## config.mk

```make
export PLATFORM = sky130hd
export DESIGN_NAME = drive_flight_mode_interlock
export DESIGN_NICKNAME = d
export VERILOG_FILES = /design/src/rtl/dfmi_pkg.sv /design/src/rtl/dfmi_cfg.sv /design/src/rtl/dfmi_core.sv /design/src/rtl/drive_flight_mode_interlock.sv
export SDC_FILE = /design/constraint.sdc
export NUM_CORES = 1
export LEC_CHECK = 0
export BUFFER_PORTS_ARGS = -buffer_cell sky130_fd_sc_hd__buf_2
export CORE_MARGIN = 2
export CORE_UTILIZATION = 50
export DETAILED_ROUTE_END_ITERATION = 16
export GPL_TIMING_DRIVEN = 0
export MAX_ROUTING_LAYER = met4
export PLACE_DENSITY = 0.7
export SYNTH_ARGS = -nofsm -noshare
export SYNTH_HDL_FRONTEND = slang
export SYNTH_SLANG_ARGS = --single-unit
```

## constraint.sdc

```tcl
create_clock -name aclk -period 7.7 [get_ports aclk]
set_input_delay 0.385 -clock aclk [delete_from_list [all_inputs] [get_ports aclk]]
set_output_delay 0.385 -clock aclk [all_outputs]
set_load 0.05 [all_outputs]
```

## src/rtl/dfmi_pkg.sv

```systemverilog
package dfmi_pkg;

    // Mode codes, shared by req_mode and mode
    localparam logic [2:0] MODE_GROUND    = 3'd0;
    localparam logic [2:0] MODE_FLIGHT    = 3'd1;
    localparam logic [2:0] MODE_TO_GROUND = 3'd2;
    localparam logic [2:0] MODE_TO_FLIGHT = 3'd3;
    localparam logic [2:0] MODE_FAULT     = 3'd4;

    // Rejection codes
    localparam logic [2:0] REJ_NONE      = 3'd0;
    localparam logic [2:0] REJ_NOTCFG    = 3'd1;
    localparam logic [2:0] REJ_TIMEOUT   = 3'd2;
    localparam logic [2:0] REJ_CHAIN     = 3'd3;
    localparam logic [2:0] REJ_ARMED     = 3'd4;
    localparam logic [2:0] REJ_NOTLANDED = 3'd5;
    localparam logic [2:0] REJ_MOVING    = 3'd6;

    // Register indexes (byte address = 4 * index)
    localparam logic [1:0] REG_MAX_SPEED = 2'd0;
    localparam logic [1:0] REG_DELAY     = 2'd1;
    localparam logic [1:0] REG_TIMEOUT   = 2'd2;

    // Register reset values
    localparam logic [14:0] MAX_SPEED_RST = 15'd100;
    localparam logic [31:0] DELAY_RST     = 32'd1000000;
    localparam logic [31:0] TIMEOUT_RST   = 32'd10000000;

    // Widths of the stream words
    localparam int S_TDATA_W = 96;
    localparam int M_TDATA_W = 16;

    typedef struct packed {
        logic [14:0] max_speed_cm_s;
        logic [31:0] delay_us;
        logic [31:0] timeout_us;
    } cfg_t;

    typedef struct packed {
        logic               func;
        logic [63:0]        now_us;
        logic               enabled;
        logic [2:0]         req_mode;
        logic               armed;
        logic               landed;
        logic signed [15:0] speed_cm_s;
        logic               speed_valid;
        logic               ground_ready;
        logic               flight_ready;
    } item_t;

    typedef struct packed {
        logic       fault_cleared;
        logic       config_echo;
        logic       ground_active;
        logic       flight_active;
        logic       arm_lock;
        logic       mode_change_ok;
        logic [2:0] rejection;
        logic [2:0] mode;
    } result_t;

endpackage

```

## src/rtl/dfmi_cfg.sv

```systemverilog
module dfmi_cfg (
    input  logic                aclk,
    input  logic                aresetn,
    input  logic                psel,
    input  logic                penable,
    input  logic                pwrite,
    input  logic [3:0]          paddr,
    input  logic [31:0]         pwdata,
    output logic [31:0]         prdata,
    output logic                pready,
    output dfmi_pkg::cfg_t      cfg
);

    logic [14:0] max_speed_reg;
    logic [31:0] delay_reg;
    logic [31:0] timeout_reg;
    logic        wr_en;

    assign pready = 1'b1;
    assign wr_en  = psel & penable & pwrite & pready;

    // Register writes
    always_ff @(posedge aclk) begin
        if (!aresetn) begin
            max_speed_reg <= dfmi_pkg::MAX_SPEED_RST;
            delay_reg     <= dfmi_pkg::DELAY_RST;
            timeout_reg   <= dfmi_pkg::TIMEOUT_RST;
        end else if (wr_en) begin
            case (paddr[3:2])
                dfmi_pkg::REG_MAX_SPEED: max_speed_reg <= pwdata[14:0];
                dfmi_pkg::REG_DELAY:     delay_reg     <= pwdata;
                dfmi_pkg::REG_TIMEOUT:   timeout_reg   <= pwdata;
                default: ;
            endcase
        end
    end

    // Read mux
    always_comb begin
        case (paddr[3:2])
            dfmi_pkg::REG_MAX_SPEED: prdata = {17'd0, max_speed_reg};
            dfmi_pkg::REG_DELAY:     prdata = delay_reg;
            dfmi_pkg::REG_TIMEOUT:   prdata = timeout_reg;
            default:                 prdata = 32'd0;
        endcase
    end

    assign cfg.max_speed_cm_s = max_speed_reg;
    assign cfg.delay_us       = delay_reg;
    assign cfg.timeout_us     = timeout_reg;

endmodule

```

## src/rtl/dfmi_core.sv

```systemverilog
module dfmi_core (
    input  logic                 aclk,
    input  logic                 aresetn,
    input  logic                 step,
    input  dfmi_pkg::item_t      item,
    input  dfmi_pkg::cfg_t       cfg,
    output dfmi_pkg::result_t    result
);

    logic [2:0]  mode_reg,        mode_next;
    logic [63:0] tstart_reg,      tstart_next;
    logic        pend_active_reg, pend_active_next;
    logic [2:0]  pend_mode_reg,   pend_mode_next;
    logic [63:0] pend_since_reg,  pend_since_next;

    logic [64:0] tr_diff;
    logic [63:0] tr_el;
    logic [64:0] pd_diff;
    logic [63:0] pd_el;
    logic        tr_over, tr_done, tr_ready, in_transition;
    logic        pend_new, pend_go, req_ready, moving;
    logic [15:0] mag;
    logic        drop;
    logic [2:0]  rej;
    logic        allowed, cleared;

    // Elapsed times, floored at zero
    assign tr_diff = {1'b0, item.now_us} - {1'b0, tstart_reg};
    assign tr_el   = tr_diff[64] ? 64'd0 : tr_diff[63:0];
    assign pd_diff = {1'b0, item.now_us} - {1'b0, pend_since_reg};
    assign pd_el   = pd_diff[64] ? 64'd0 : pd_diff[63:0];

    assign in_transition = (mode_reg == dfmi_pkg::MODE_TO_GROUND) ||
                           (mode_reg == dfmi_pkg::MODE_TO_FLIGHT);
    assign tr_over  = tr_el > {32'd0, cfg.timeout_us};
    assign tr_done  = tr_el >= {32'd0, cfg.delay_us};
    assign tr_ready = (mode_reg == dfmi_pkg::MODE_TO_GROUND) ? item.ground_ready
                                                            : item.flight_ready;

    // Speed magnitude; most negative value gives 0x8000, always above limit
    assign mag    = item.speed_cm_s[15] ? (~item.speed_cm_s + 16'd1) : item.speed_cm_s;
    assign moving = !item.speed_valid || (mag > {1'b0, cfg.max_speed_cm_s});

    assign req_ready = (item.req_mode == dfmi_pkg::MODE_GROUND) ? item.ground_ready
                                                                : item.flight_ready;
    assign pend_new  = !pend_active_reg || (pend_mode_reg != item.req_mode);
    assign pend_go   = pend_new ? (cfg.delay_us == 32'd0)
                                : (pd_el >= {32'd0, cfg.delay_us});

    // One step of the interlock
    always_comb begin
        mode_next        = mode_reg;
        tstart_next      = tstart_reg;
        pend_active_next = pend_active_reg;
        pend_mode_next   = pend_mode_reg;
        pend_since_next  = pend_since_reg;
        drop             = 1'b0;
        rej              = dfmi_pkg::REJ_NONE;
        allowed          = 1'b0;
        cleared          = 1'b0;

        if (item.func) begin
            if (mode_reg == dfmi_pkg::MODE_FAULT && !item.armed && item.flight_ready) begin
                mode_next   = dfmi_pkg::MODE_FLIGHT;
                tstart_next = 64'd0;
                drop        = 1'b1;
                cleared     = 1'b1;
            end
        end else if (!item.enabled) begin
            drop = 1'b1;
            rej  = dfmi_pkg::REJ_NOTCFG;
        end else if (mode_reg == dfmi_pkg::MODE_FAULT) begin
            rej = dfmi_pkg::REJ_TIMEOUT;
        end else if (in_transition) begin
            if (tr_over) begin
                mode_next = dfmi_pkg::MODE_FAULT;
                rej       = dfmi_pkg::REJ_TIMEOUT;
            end else if (!tr_ready) begin
                rej = dfmi_pkg::REJ_CHAIN;
            end else begin
                allowed = 1'b1;
                if (tr_done) begin
                    mode_next = (mode_reg == dfmi_pkg::MODE_TO_GROUND) ?
                                dfmi_pkg::MODE_GROUND : dfmi_pkg::MODE_FLIGHT;
                end
            end
        end else if (item.req_mode == mode_reg) begin
            drop = 1'b1;
        end else if (item.req_mode != dfmi_pkg::MODE_FLIGHT &&
                     item.req_mode != dfmi_pkg::MODE_GROUND) begin
            drop = 1'b1;
            rej  = dfmi_pkg::REJ_CHAIN;
        end else if (item.armed) begin
            drop = 1'b1;
            rej  = dfmi_pkg::REJ_ARMED;
        end else if (!item.landed) begin
            drop = 1'b1;
            rej  = dfmi_pkg::REJ_NOTLANDED;
        end else if (moving) begin
            drop = 1'b1;
            rej  = dfmi_pkg::REJ_MOVING;
        end else if (!req_ready) begin
            drop = 1'b1;
            rej  = dfmi_pkg::REJ_CHAIN;
        end else begin
            allowed = 1'b1;
            if (pend_go) begin
                mode_next   = (item.req_mode == dfmi_pkg::MODE_GROUND) ?
                              dfmi_pkg::MODE_TO_GROUND : dfmi_pkg::MODE_TO_FLIGHT;
                tstart_next = item.now_us;
                drop        = 1'b1;
            end else if (pend_new) begin
                pend_active_next = 1'b1;
                pend_mode_next   = item.req_mode;
                pend_since_next  = item.now_us;
            end
        end

        // Dropping a request parks it on the mode left after this step
        if (drop) begin
            pend_active_next = 1'b0;
            pend_mode_next   = mode_next;
            pend_since_next  = 64'd0;
        end
    end

    // Result fields follow the mode after the step
    always_comb begin
        result.mode           = mode_next;
        result.rejection      = rej;
        result.mode_change_ok = allowed;
        result.arm_lock       = (mode_next == dfmi_pkg::MODE_TO_GROUND) ||
                                (mode_next == dfmi_pkg::MODE_TO_FLIGHT) ||
                                (mode_next == dfmi_pkg::MODE_FAULT);
        result.flight_active  = item.enabled && (mode_next == dfmi_pkg::MODE_FLIGHT);
        result.ground_active  = item.enabled && (mode_next == dfmi_pkg::MODE_GROUND);
        result.config_echo    = item.enabled;
        result.fault_cleared  = cleared;
    end

    // State registers
    always_ff @(posedge aclk) begin
        if (!aresetn) begin
            mode_reg        <= dfmi_pkg::MODE_FLIGHT;
            tstart_reg      <= 64'd0;
            pend_active_reg <= 1'b0;
            pend_mode_reg   <= dfmi_pkg::MODE_FLIGHT;
            pend_since_reg  <= 64'd0;
        end else if (step) begin
            mode_reg        <= mode_next;
            tstart_reg      <= tstart_next;
            pend_active_reg <= pend_active_next;
            pend_mode_reg   <= pend_mode_next;
            pend_since_reg  <= pend_since_next;
        end
    end

endmodule

```

## src/rtl/drive_flight_mode_interlock.sv

```systemverilog
// Flight mode interlock for a dual-mode vehicle.
//
// Input stream (s_*): one word per periodic status update or reset-fault
// command; s_tuser selects which. Result stream (m_*): exactly one result
// word per input word, in order.
// Configuration: APB-style registers max_speed_cm_s (0x0), delay_us (0x4),
// timeout_us (0x8); write only while the block is idle.
//
// An input register feeds the interlock logic, whose result lands in the output
// register at the same edge that updates the mode state. Throughput is one
// word per cycle while the receiver keeps m_tready high; the 64-bit
// elapsed-time subtract and compare sets the path.
//
// While the receiver stalls, the output register holds its word and the
// input register can still take one more word; then s_tready drops.
// Reset (aresetn low, synchronous) empties both registers, sets mode to
// flight, clears any pending request and restores register defaults.
module drive_flight_mode_interlock (
    input  logic                             aclk,
    input  logic                             aresetn,
    // in: func
    input  logic                             s_tuser,
    // in: now_us[63:0], enabled[64], req_mode[67:65], armed[68],
    //     landed[69], speed_cm_s[85:70], speed_valid[86], ground_ready[87],
    //     flight_ready[88], zero pad[95:89]
    input  logic [dfmi_pkg::S_TDATA_W-1:0]   s_tdata,
    input  logic                             s_tvalid,
    output logic                             s_tready,
    // out: mode[2:0], rejection[5:3], mode_change_ok[6], arm_lock[7],
    //      flight_active[8], ground_active[9], config_echo[10],
    //      fault_cleared[11], zero pad[15:12]
    output logic [dfmi_pkg::M_TDATA_W-1:0]   m_tdata,
    output logic                             m_tvalid,
    input  logic                             m_tready,
    input  logic                             psel,
    input  logic                             penable,
    input  logic                             pwrite,
    input  logic [3:0]                       paddr,
    input  logic [31:0]                      pwdata,
    output logic [31:0]                      prdata,
    output logic                             pready
);

    dfmi_pkg::cfg_t    cfg;
    dfmi_pkg::item_t   item_reg;
    dfmi_pkg::result_t result;
    dfmi_pkg::result_t res_reg;
    logic              in_valid_reg;
    logic              out_valid_reg;
    logic              step;
    logic              s_take;

    dfmi_cfg u_cfg (
        .aclk    (aclk),
        .aresetn (aresetn),
        .psel    (psel),
        .penable (penable),
        .pwrite  (pwrite),
        .paddr   (paddr),
        .pwdata  (pwdata),
        .prdata  (prdata),
        .pready  (pready),
        .cfg     (cfg)
    );

    // Pipeline control: process when the output slot is free or draining
    assign step     = in_valid_reg && (!out_valid_reg || m_tready);
    assign s_tready = !in_valid_reg || step;
    assign s_take   = s_tvalid && s_tready;

    always_ff @(posedge aclk) begin
        if (!aresetn) begin
            in_valid_reg  <= 1'b0;
            out_valid_reg <= 1'b0;
        end else begin
            if (s_tready) begin
                in_valid_reg <= s_tvalid;
            end
            if (step) begin
                out_valid_reg <= 1'b1;
            end else if (m_tready) begin
                out_valid_reg <= 1'b0;
            end
        end
    end

    // Input register: unpack the word
    always_ff @(posedge aclk) begin
        if (s_take) begin
            item_reg.func         <= s_tuser;
            item_reg.now_us       <= s_tdata[63:0];
            item_reg.enabled      <= s_tdata[64];
            item_reg.req_mode     <= s_tdata[67:65];
            item_reg.armed        <= s_tdata[68];
            item_reg.landed       <= s_tdata[69];
            item_reg.speed_cm_s   <= s_tdata[85:70];
            item_reg.speed_valid  <= s_tdata[86];
            item_reg.ground_ready <= s_tdata[87];
            item_reg.flight_ready <= s_tdata[88];
        end
    end

    dfmi_core u_core (
        .aclk    (aclk),
        .aresetn (aresetn),
        .step    (step),
        .item    (item_reg),
        .cfg     (cfg),
        .result  (result)
    );

    // Output register
    always_ff @(posedge aclk) begin
        if (step) begin
            res_reg <= result;
        end
    end

    assign m_tvalid = out_valid_reg;
    assign m_tdata  = {4'd0, res_reg};

    // A cleared fault always lands in flight mode
    a_clear_to_flight: assert property (@(posedge aclk) disable iff (!aresetn)
        m_tvalid && res_reg.fault_cleared |-> res_reg.mode == dfmi_pkg::MODE_FLIGHT)
        else $error("fault cleared but mode is not flight");

    // A timeout rejection always reports the fault mode
    a_timeout_fault: assert property (@(posedge aclk) disable iff (!aresetn)
        m_tvalid && res_reg.rejection == dfmi_pkg::REJ_TIMEOUT
        |-> res_reg.mode == dfmi_pkg::MODE_FAULT)
        else $error("timeout rejection without fault mode");

    // An allowed transition carries no rejection
    a_allowed_clean: assert property (@(posedge aclk) disable iff (!aresetn)
        m_tvalid && res_reg.mode_change_ok |-> res_reg.rejection == dfmi_pkg::REJ_NONE)
        else $error("transition allowed with rejection");

    // A processed word always reaches the output register on the next edge
    a_step_out: assert property (@(posedge aclk) disable iff (!aresetn)
        step |=> m_tvalid)
        else $error("processed word lost");

endmodule
```

==> results.py <==
metrics = {
    "grt": {
        "grt_use_met2_pct": 50.2,
        "grt_use_met3_pct": 3.25,
        "grt_pass1_vias": 22500,
        "grt-ovfl-total": 0,
        "track_usage_pct": 32.7,
        "grt_use_met1_pct": 46.0,
        "antenna_found_initial": 2,
        "grt_pass1_wl_um": 125000,
        "grt.busiest_layer": "met2",
        "grt_max_degree": 65,
    },
    "route": {
        "routed-via-count": 23800,
        "avgViaCountPerCell": 5.94,
        "drt.antenna.violating_nets": 0,
        "dr.pass1.iters": 7,
        "drc_errors": 0,
        "totalWireLength_um": 81400,
        "post_drt_wl_per_cell_um": 20.3,
        "first_iter_violations": 2436,
    },
    "floorplanning": {
        "dieArea_sq_um": 50000,
        "die_h_um": 224,
        "start_util_pct": 50.7,
        "ioPinCount": 191,
        "die_w_um": 224,
        "core.rowCount": 80,
        "coreArea_sq_um": 47600,
    },
    "worst_setup_path": {
        "crit_path_top_delay_cell": "nor3b_1",
        "startpoint_type": "flip-flop",
        "cp_data_arrival_time_ps": 7820,
        "cpPeakStageDelay_ps": 690,
        "end_kind": "flip-flop",
        "critPathRequiredTime_ps": 8020,
        "path_class": "flip-flop to flip-flop",
        "cp_max_fo": 7,
        "reg2reg_slack_ps": 190,
    },
    "timing": {
        "skew_ps": 24.1,
        "timing.fmax_mhz": 133,
        "finalHoldViolations": 0,
        "timing.final.ws_setup_ps": 193,
        "final-max-slew-violation-count": 0,
        "period_needed_ps": 7510,
        "worst_pin_slew_ps": 1340,
        "setup_tns_ps": 0,
        "timing.final.crit_share_pct": 97.5,
        "setup-violations-final": 0,
        "relSlewSlack_pct": 10.4,
    },
    "yosys": {
        "yosys_warnings": 0,
        "synth_ff_type": "dfxtp_1",
        "synth_cells": 3039,
        "synthesis.area_sq_um": 24100,
        "synth-seq-area-share_pct": 30.6,
        "synthArstFlopShare_pct": 0,
        "synth_edf_count": 102,
        "ys_types": 90,
        "synth-seq-cells": 318,
        "syn_avg_cell_area_sq_um": 7.94,
    },
    "placed_design": {
        "place_ws_ps": -1760,
        "dpl_cell_area_sq_um": 25800,
        "gp_congestion": 1.03,
        "portBuffers": 176,
        "hpwl_um": 64700,
    },
    "power": {
        "ir_drop_v": 0.000187,
        "power.density_nw_per_um2": 167,
        "leakagePower_uw": 0.0109,
    },
    "clock_tree": {
        "cts_buffer_depth": 3,
        "clockRootBuffer": "clkbuf_16",
        "insertion_delay_ps": 570,
        "cts_tree": "built",
        "cts_made_buffers": 38,
        "clkTransAtPathRegs_ps": 60,
        "cts_max_level": 2,
        "cts_sinks": 318,
    },
    "flow_run": {
        "maxCapViolations": 0,
    },
    "cells_and_area": {
        "nFillCells": 4421,
        "largest_reg_flops": 90,
        "nets": 3747,
        "post-route-util_pct": 59.3,
        "fin_area_sq_um": 28300,
        "syn2layout_area_growth_pct": 17.1,
        "drive_above_1_share_pct": 10.5,
    },
    "worst_hold_path": {
        "hold_class": "primary input to flip-flop",
    },
    "run_status": {
        "status": "complete, no violations",
    },
}
[metrics by stage]
step	hold WS, ps	instances	power, uW
floorplan	449	3042	2590
global placement	463	3833	2890
detailed placement	472	3835	2920
CTS	0.672	3997	4720
global route	2.46	4008	4930
finish	12.1	4009	4730
[cell families after synthesis]
group / Yosys count / synth area share [%]
buffers and inverters: 396 / 6.34
XOR/XNOR: 102 / 3.70
adder cells (fa/ha/maj): 242 / 12.6
other: 2 / 0.0311
multiplexers: 97 / 4.06
AND/OR/NAND/NOR: 1065 / 20.8
flip-flops: 318 / 30.6
AO/OA/AOI/OAI: 817 / 21.9
[cells in the final DEF, fill, tap and decap left out, types with 20 or more instances in the layout]
cell           netlist  final
nand2_1            341    341
o21ai_0            135    133
a21oi_1            262    258
dfxtp_1            216    216
buf_4                5     20
nand4_1             78     78
mux2i_1             93     93
nor2b_1             99     99
nand3_1             40     39
ha_1               240    240
a21o_1              58     58
clkbuf_1           122    120
o211ai_1            32     32
a211oi_1            24     24
nor2_1             317    317
nand2b_1            27     27
a31oi_1             25     24
xor2_1              44     44
edfxtp_1           102    102
nor3_1              43     43
a22oi_1             66     66
buf_2               19    195
dlygate4sd3_1        0     88
clkbuf_16            0     39
inv_1              242    242
xnor2_1             58     58
o21a_1              31     30
[layout make-up]
class / instances / area, sq um / share of cell area, %
Antenna cell: 2 / 5.00 / 0.0177
Buffer: 152 / 674 / 2.39
Clock buffer: 55 / 1090 / 3.84
Clock inverter: 12 / 111 / 0.394
Inverter: 244 / 916 / 3.24
Multi-Input combinational cell: 2328 / 15400 / 54.5
Sequential cell: 318 / 7390 / 26.1
Tap cell: 615 / 769 / 2.72
Timing Repair Buffer: 283 / 1930 / 6.82
[power breakdown]
group	internal, uW	switching (uW)	leakage, uW
Sequential	1780	54.5	0.00274
Combinational	432	698	0.00755
Clock	1020	745	0.000578
[repair_timing]
item                                   4_1_cts  5_1_grt
cloned                                       0        1
buffers inserted                             7        9
pin swaps                                    5       12
endpoints found under the hold margin       88        0
setup endpoints to repair                  144      139
gates resized for setup                     25       53
hold buffers                                88        0
[synthesized netlist by cell type, drive strengths merged (18+ instances only)]
| library cell | number | area share (%) |
|---|---|---|
| a21o | 60 | 1.9 |
| dfxtp | 216 | 18 |
| o31ai | 19 | 0.59 |
| a211oi | 28 | 1.0 |
| nor3 | 43 | 0.89 |
| nand3 | 40 | 0.83 |
| o21a | 31 | 0.96 |
| xnor2 | 58 | 2.1 |
| xor2 | 44 | 1.6 |
| a22oi | 66 | 2.1 |
| buf | 30 | 0.64 |
| nand2 | 341 | 5.3 |
| o21bai | 19 | 0.61 |
| a21oi | 265 | 5.6 |
| mux2i | 93 | 3.9 |
| nand4 | 78 | 2.0 |
| nor2 | 318 | 5.0 |
| edfxtp | 102 | 13 |
| o21ai | 153 | 3.2 |
| ha | 240 | 12 |
| o211ai | 33 | 1.0 |
| a31oi | 25 | 0.65 |
| nor4 | 21 | 0.60 |
| nor2b | 99 | 2.6 |
| a22o | 18 | 0.65 |
| nand2b | 27 | 0.70 |
| inv | 243 | 3.8 |
| clkbuf | 122 | 1.9 |
[metal layers]
metal	routed length, um	vias up	share of wire (%)
li1	-	11500	-
met5	0	-	0
met4	2270	0	2.8
met1	37800	11300	46
met3	6010	114	7.4
met2	35300	928	43
[critical path, delay by kind of cell, from the launching register on]
| family | cells | cell delay, ps |
|---|---|---|
| multiplexers | 1 | 270 |
| buffers and inverters | 2 | 410 |
| AND/OR/NAND/NOR | 8 | 1860 |
| AO/OA/AOI/OAI | 15 | 3500 |
| adder cells (fa/ha/maj) | 2 | 710 |
| flip-flops | 1 | 490 |
[path summary, 6_finish.rpt]
path                                             start                      to  depth (start not counted)
worst max-delay path                      item_reg[47]              m_tdata[7]                         28
worst min-delay path                       s_tdata[60]            item_reg[85]                          1
worst max register to register            item_reg[47]              m_tdata[7]                         28
worst min register to register  u_cfg.max_speed_reg[3]  u_cfg.max_speed_reg[3]                          2
(Power assumes the default switching activity.)
